**src/rtl/itda_pkg.sv**
```systemverilog
`timescale 1ns / 1ps
// ----------------------------------------------------------------------------
// itda_pkg
// Shared constants and types for the integer to decimal ASCII converter.
// ----------------------------------------------------------------------------
package itda_pkg;

	localparam int VALUE_WIDTH = 64;
	localparam int NUM_DIGITS  = 20;
	localparam int BCD_WIDTH   = 4 * NUM_DIGITS;
	localparam int BIT_CNT_W   = $clog2(VALUE_WIDTH);
	localparam int DIG_CNT_W   = $clog2(NUM_DIGITS + 1);

	localparam logic [5:0] CHAR_ZERO  = 6'd48;
	localparam logic [5:0] CHAR_MINUS = 6'd45;

	typedef enum logic [1:0] {
		ST_IDLE,
		ST_CONV,
		ST_SIGN,
		ST_DIGIT
	} state_t;

endpackage

```
**src/rtl/itda_dabble_step.sv**
```systemverilog
`timescale 1ns / 1ps
// ----------------------------------------------------------------------------
// itda_dabble_step
// One shift-add-3 step: corrects every BCD digit, then shifts in one bit.
// ----------------------------------------------------------------------------
module itda_dabble_step import itda_pkg::*; (
	input  logic [BCD_WIDTH-1:0] bcd,
	input  logic                 bit_in,
	output logic [BCD_WIDTH-1:0] bcd_next
);

	logic [BCD_WIDTH-1:0] adj;

	always_comb begin
		for (int i = 0; i < NUM_DIGITS; i++) begin
			if (bcd[4*i +: 4] >= 4'd5) begin
				adj[4*i +: 4] = bcd[4*i +: 4] + 4'd3;
			end else begin
				adj[4*i +: 4] = bcd[4*i +: 4];
			end
		end
	end

	assign bcd_next = {adj[BCD_WIDTH-2:0], bit_in};

endmodule

```
**src/rtl/int_to_decimal_ascii.sv**
```systemverilog
`timescale 1ns / 1ps
// ----------------------------------------------------------------------------
// int_to_decimal_ascii
// Signed binary to decimal ASCII text, most significant character first.
//
// channel  | handshake          | payload
// ---------+--------------------+----------------------
// item in  | start, busy        | value
// char out | char_valid strobe  | char_code, last
//
// An item runs bit-serial double dabble over VALUE_WIDTH bits through one
// shared shift-add-3 unit, then an optional sign step for a negative item,
// then a digit scan over NUM_DIGITS digits (leading zeros are skipped
// without a strobe). Each char is registered and shown for one cycle; the
// receiver cannot stall. Reset returns to idle.
// ----------------------------------------------------------------------------
module int_to_decimal_ascii import itda_pkg::*; (
	input  logic        clk,
	input  logic        arst_n,
	input  logic        start,
	output logic        busy,
	input  logic [63:0] value,
	output logic        char_valid,
	output logic [5:0]  char_code,
	output logic        last
);

	state_t state_q, state_d;

	logic [VALUE_WIDTH-1:0] bin_q;
	logic [BCD_WIDTH-1:0]   bcd_q, bcd_step;
	logic [BIT_CNT_W-1:0]   bit_cnt_q;
	logic [DIG_CNT_W-1:0]   dig_cnt_q;
	logic                   neg_q, lead_q;
	logic                   char_valid_q, last_q;
	logic [5:0]             char_code_q;

	logic [VALUE_WIDTH-1:0] raw;
	logic                   raw_neg;
	logic [3:0]             top_digit;
	logic                   conv_done, dig_final;
	logic                   emit;
	logic [5:0]             char_d;
	logic                   last_d;

	assign raw       = value[VALUE_WIDTH-1:0];
	assign raw_neg   = raw[VALUE_WIDTH-1];
	assign top_digit = bcd_q[BCD_WIDTH-1 -: 4];
	assign conv_done = (bit_cnt_q == BIT_CNT_W'(VALUE_WIDTH - 1));
	assign dig_final = (dig_cnt_q == DIG_CNT_W'(1));

	itda_dabble_step u_step (
		.bcd      (bcd_q),
		.bit_in   (bin_q[VALUE_WIDTH-1]),
		.bcd_next (bcd_step)
	);

	always_comb begin
		state_d = state_q;
		case (state_q)
			ST_IDLE: begin
				if (start) state_d = ST_CONV;
			end
			ST_CONV: begin
				if (conv_done) state_d = neg_q ? ST_SIGN : ST_DIGIT;
			end
			ST_SIGN: begin
				state_d = ST_DIGIT;
			end
			ST_DIGIT: begin
				if (dig_final) state_d = ST_IDLE;
			end
			default: state_d = ST_IDLE;
		endcase
	end

	always_comb begin
		emit   = 1'b0;
		char_d = CHAR_ZERO;
		last_d = 1'b0;
		case (state_q)
			ST_SIGN: begin
				emit   = 1'b1;
				char_d = CHAR_MINUS;
			end
			ST_DIGIT: begin
				emit   = lead_q || (top_digit != 4'd0) || dig_final;
				char_d = CHAR_ZERO + {2'b00, top_digit};
				last_d = dig_final;
			end
			default: begin
				emit = 1'b0;
			end
		endcase
	end

	assign busy = (state_q != ST_IDLE);

	always_ff @(posedge clk or negedge arst_n) begin
		if (!arst_n) begin
			state_q      <= ST_IDLE;
			char_valid_q <= 1'b0;
		end else begin
			state_q      <= state_d;
			char_valid_q <= emit;
		end
	end

	always_ff @(posedge clk) begin
		char_code_q <= char_d;
		last_q      <= last_d;
		case (state_q)
			ST_IDLE: begin
				if (start) begin
					neg_q     <= raw_neg;
					bin_q     <= raw_neg ? (~raw + VALUE_WIDTH'(1)) : raw;
					bcd_q     <= '0;
					bit_cnt_q <= '0;
				end
			end
			ST_CONV: begin
				bcd_q     <= bcd_step;
				bin_q     <= {bin_q[VALUE_WIDTH-2:0], 1'b0};
				bit_cnt_q <= bit_cnt_q + BIT_CNT_W'(1);
				dig_cnt_q <= DIG_CNT_W'(NUM_DIGITS);
				lead_q    <= 1'b0;
			end
			ST_DIGIT: begin
				bcd_q     <= {bcd_q[BCD_WIDTH-5:0], 4'd0};
				dig_cnt_q <= dig_cnt_q - DIG_CNT_W'(1);
				if (emit) lead_q <= 1'b1;
			end
			default: begin
			end
		endcase
	end

	assign char_valid = char_valid_q;
	assign char_code  = char_code_q;
	assign last       = last_q;

endmodule
```
**config.mk**
```make
export PLATFORM = sky130hd
export DESIGN_NAME = int_to_decimal_ascii
export DESIGN_NICKNAME = d
export VERILOG_FILES = /design/src/rtl/itda_pkg.sv /design/src/rtl/itda_dabble_step.sv /design/src/rtl/int_to_decimal_ascii.sv
export SDC_FILE = /design/constraint.sdc
export NUM_CORES = 1
export LEC_CHECK = 0
export BUFFER_PORTS_ARGS = -buffer_cell sky130_fd_sc_hd__buf_4
export CAP_MARGIN = 25
export CORE_MARGIN = 4
export CORE_UTILIZATION = 35
export DETAILED_ROUTE_END_ITERATION = 8
export SKIP_LAST_GASP = 1
export SYNTH_ARGS = -nofsm -noshare
export SYNTH_HDL_FRONTEND = slang
export SYNTH_SLANG_ARGS = --single-unit
```
**constraint.sdc**
```tcl
create_clock -name clk -period 4 [get_ports clk]
set_input_delay 0.2 -clock clk [delete_from_list [all_inputs] [get_ports clk]]
set_output_delay 0.2 -clock clk [all_outputs]
set_load 0.01 [all_outputs]
```
==> out/metrics.cfg <==
[sta]
maxSlewHeadroom_pct=34.9
final-max-slew-violation-count=0
rsz_0062_raised_after_global_routing=no
final.period_utilization_pct=70.7
fmax_mhz=354
setup_viol_count_final=0
timing_worst_slew_pin_value_ns=0.967
period_needed_ns=2.83
finalHoldViolCount=0
timing.clock.skew_ns=0.00912
fin_setup_tns_ns=0

[synthesis]
synth_xor_area_share_pct=7.71
synth_enable_flop_cells=157
synth_compound_area_share_pct=16.9
synth.largest_area_cell=sky130_fd_sc_hd__edfxtp_1
syn_nets=1113
seq_total_area_yosys_pct=48.0
async_flop_share_pct=1.81
synthesis.area_per_instance_um2=10.3
ys_warn_count=0
synth_cell_type_count=61
syn-instance-count=996
synth_area_leaders=sky130_fd_sc_hd__edfxtp_1 46%, sky130_fd_sc_hd__ha_1 6.1%, sky130_fd_sc_hd__o21ai_0 5.3%
synthesis.area_mm2=0.0102
main_combinational_cell_family_by_area_after_synthesis=compound AO/OA/AOI/OAI gates
synthSimpleGateAreaFrac_pct=15.0
yosys_most_used_dff=sky130_fd_sc_hd__edfxtp_1
post_synth_mux_area_share_pct=2.64
synth.ff_latch_count=166
yosys.area_share.adder_pct=6.12
netlist.area_leader.share_pct=46.1

[floorplan]
floorplan.core_area_mm2=0.0288
die_area_mm2=0.0320
core_rows=62
die_h_um=179
num_io_pins=76
initial_core_util_pct=35.5
die_w_um=179

[cells_and_area]
design.final.nets=1172
drive_gt1_share_pct=14.7
fraction_of_the_core_area_covered_by_cells_at_the_end_of_the_flow_pct=40.8
num_antenna_cells=0
areaGrowthSynthToFinish_pct=14.8
fin_cells=1452

[global_route]
first_global_vias=7319
gr-total-overflow=0
global_route.usage.total_pct=14.0
grt_max_degree=119
grt_pass1_wl_mm=36.7
number_of_antenna_violations_at_the_first_check_in_global_routing=0

[worst_setup_path]
maximum_fanout_along_the_worst_path=45
critical_path.n_buffers_inverters=3
critical_path_class=flop to flop
critical_path.startpoint_type=flop
timing.critical_path.required_ns=4.11
timing.critical_path.slowest_cell_delay_ns=0.63
cp_data_arrival_time_ns=2.93
worstSetupEndpointType=flop
crit_path_top_delay_cell=sky130_fd_sc_hd__mux2_4
cpLargestDelayFamily=buffers and inverters
path_cells=inv_1, ha_2, clkinv_2, nand2_1, mux2_4, buf_4

[routing]
drt_pre_antenna_iters=4
drc=0
finalWirelength_mm=21.6
post_drt_wl_per_cell_um=14.9
via_count_of_the_routed_design=7458
vias_per_cell=5.14
antenna_violating_nets_post_route=0
dr.first_iter.drc_count=599

[placed_design]
placed_cells_incl_taps=1419
hpwl_mm=14.7
port_buffers=74
routabilityCongestion=0.782

[power]
cellPowerDensity_mw_per_mm2=788
leakage_nw=4.18
vdd_ir_drop_max_v=0.000358

[flow_run]
cap_violations=0

[outcome]
result_of_the_run=complete, no violations

[clock_network]
max-clock-path-buffers=2
htreeDepth=4
clk_transition_reported_paths_ns=0.06
clock-root-buffer=sky130_fd_sc_hd__clkbuf_16
cts.sinks=166
worstSkewPairLatency_ns=0.43
tritoncts=yes
tritoncts.num_buffers=17
postCtsSetupBuffers=0

[worst_hold_path]
hp-class=input pin to async pin

==> power by group <==
group          internal [mW]  switching [mW]  total, mW
clock network          0.916           0.669       1.58
registers               3.29           0.589       3.88
logic                   1.48            2.31       3.79
total                   5.69            3.56       9.26
==> worst paths after layout <==
kind	from	to	slack [ns]	cells past startpoint
setup / recovery	state_q[1]	bcd_q[55]	1.17	6
hold reg to reg	bin_q[1]	bin_q[2]	0.53	2
max in group asynchronous	arst_n	state_q[1]	3.80	2
setup reg to reg	state_q[1]	bcd_q[55]	1.17	6
hold / removal	arst_n	char_valid	0.10	2
min in group clk	value[0]	bin_q[0]	0.11	3
==> worst reg2reg max path, cell delays in order (launching register included) <==
cell	delay (ns)
sky130_fd_sc_hd__dfrtp_1	0.44
sky130_fd_sc_hd__inv_1	0.11
sky130_fd_sc_hd__ha_2	0.51
sky130_fd_sc_hd__clkinv_2	0.17
sky130_fd_sc_hd__nand2_1	0.25
sky130_fd_sc_hd__mux2_4	0.63
sky130_fd_sc_hd__buf_4	0.40
==> timing repair <==
action,in CTS,in global routing
hold endpoints to repair,3,0
gates resized for setup,0,0
hold buffers,1,0
==> layout by cell type, fill, tap and decap left out, types with 19 or more instances in the layout <==
| master | Yosys | layout |
|---|---|---|
| sky130_fd_sc_hd__nor2_1 | 61 | 61 |
| sky130_fd_sc_hd__nand2_1 | 100 | 100 |
| sky130_fd_sc_hd__xor2_1 | 44 | 44 |
| sky130_fd_sc_hd__nor3b_1 | 25 | 25 |
| sky130_fd_sc_hd__o31ai_1 | 20 | 20 |
| sky130_fd_sc_hd__a21oi_1 | 72 | 72 |
| sky130_fd_sc_hd__ha_1 | 50 | 48 |
| sky130_fd_sc_hd__buf_4 | 1 | 79 |
| sky130_fd_sc_hd__nand2b_1 | 21 | 21 |
| sky130_fd_sc_hd__o22ai_1 | 25 | 25 |
| sky130_fd_sc_hd__xnor2_1 | 46 | 46 |
| sky130_fd_sc_hd__inv_1 | 52 | 51 |
| sky130_fd_sc_hd__mux2_2 | 20 | 19 |
| sky130_fd_sc_hd__o21ai_0 | 108 | 108 |
| sky130_fd_sc_hd__edfxtp_1 | 157 | 157 |
==> state kept, by name (all words and copies together), names as in the netlist, 2 cells and up <==
register   flops
state_q        2
bcd_q         80
bin_q         64
char_code      5
bit_cnt_q      6
dig_cnt_q      5
==> metal layers <==
layer  vias up  part of all wire, %  track usage (%)
met1      3524                   48             19.0
met5         -                    0                0
met4         0                 0.98             3.42
met2       143                   47             22.4
met3        10                  4.8             3.52
li1       3781                    -                -
==> cell families (layout without fill, tap and decap cells) <==
group,count (synthesis),after routing
AND/OR/NAND/NOR,289,289
flip-flops,166,166
XOR/XNOR,90,90
AO/OA/AOI/OAI,281,281
other,1,1
adder cells (fa/ha/maj),50,50
buffers and inverters,95,167
multiplexers,24,24
==> metrics by stage <==
| stage | hold slack (ns) | setup slack (ns) | total power, mW | cell area [um2] |
|---|---|---|---|---|
| after floorplan | -0.0956 | 1.20 | 6.66 | 10200 |
| after global placement | -0.00625 | 1.18 | 7.65 | 11200 |
| after detailed placement | -0.00486 | 1.11 | 7.75 | 11200 |
| after CTS | 0.0852 | 1.11 | 9.37 | 11700 |
| after global routing | 0.112 | 0.931 | 10.1 | 11700 |
| final | 0.102 | 1.17 | 9.26 | 11700 |
==> area by class of cell <==
| cell class | instances | area, um2 |
|---|---|---|
| clock inverters | 9 | 104 |
| repair buffers | 82 | 643 |
| fillers | 2790 | 17000 |
| flip-flops and latches | 166 | 4910 |
| multi-input cells | 735 | 4960 |
| well taps | 384 | 480 |
| inverters | 53 | 200 |
| clock buffers | 23 | 448 |
==> synth_stat cells, types with 4 or more instances <==
| library cell | n |
|---|---|
| sky130_fd_sc_hd__mux2_2 | 20 |
| sky130_fd_sc_hd__and2_1 | 4 |
| sky130_fd_sc_hd__a21oi_1 | 72 |
| sky130_fd_sc_hd__nor2_1 | 61 |
| sky130_fd_sc_hd__xnor2_1 | 46 |
| sky130_fd_sc_hd__o22ai_1 | 25 |
| sky130_fd_sc_hd__o31ai_1 | 20 |
| sky130_fd_sc_hd__nand2b_1 | 21 |
| sky130_fd_sc_hd__or2_2 | 4 |
| sky130_fd_sc_hd__buf_1 | 10 |
| sky130_fd_sc_hd__clkbuf_1 | 30 |
| sky130_fd_sc_hd__or4_1 | 9 |
| sky130_fd_sc_hd__and3_1 | 4 |
| sky130_fd_sc_hd__nand2_1 | 100 |
| sky130_fd_sc_hd__edfxtp_1 | 157 |
| sky130_fd_sc_hd__a21o_1 | 5 |
| sky130_fd_sc_hd__nand3_1 | 7 |
| sky130_fd_sc_hd__a22oi_1 | 6 |
| sky130_fd_sc_hd__o32ai_1 | 15 |
| sky130_fd_sc_hd__nor3_1 | 13 |
| sky130_fd_sc_hd__o41ai_2 | 7 |
| sky130_fd_sc_hd__o21ai_0 | 108 |
| sky130_fd_sc_hd__o41ai_1 | 5 |
| sky130_fd_sc_hd__xor2_1 | 44 |
| sky130_fd_sc_hd__inv_1 | 52 |
| sky130_fd_sc_hd__ha_1 | 50 |
| sky130_fd_sc_hd__nor2b_1 | 6 |
| sky130_fd_sc_hd__or3_1 | 13 |
| sky130_fd_sc_hd__nor3b_1 | 25 |
| sky130_fd_sc_hd__dfxtp_1 | 6 |
No activity file was read; power rests on OpenSTA's default activity.
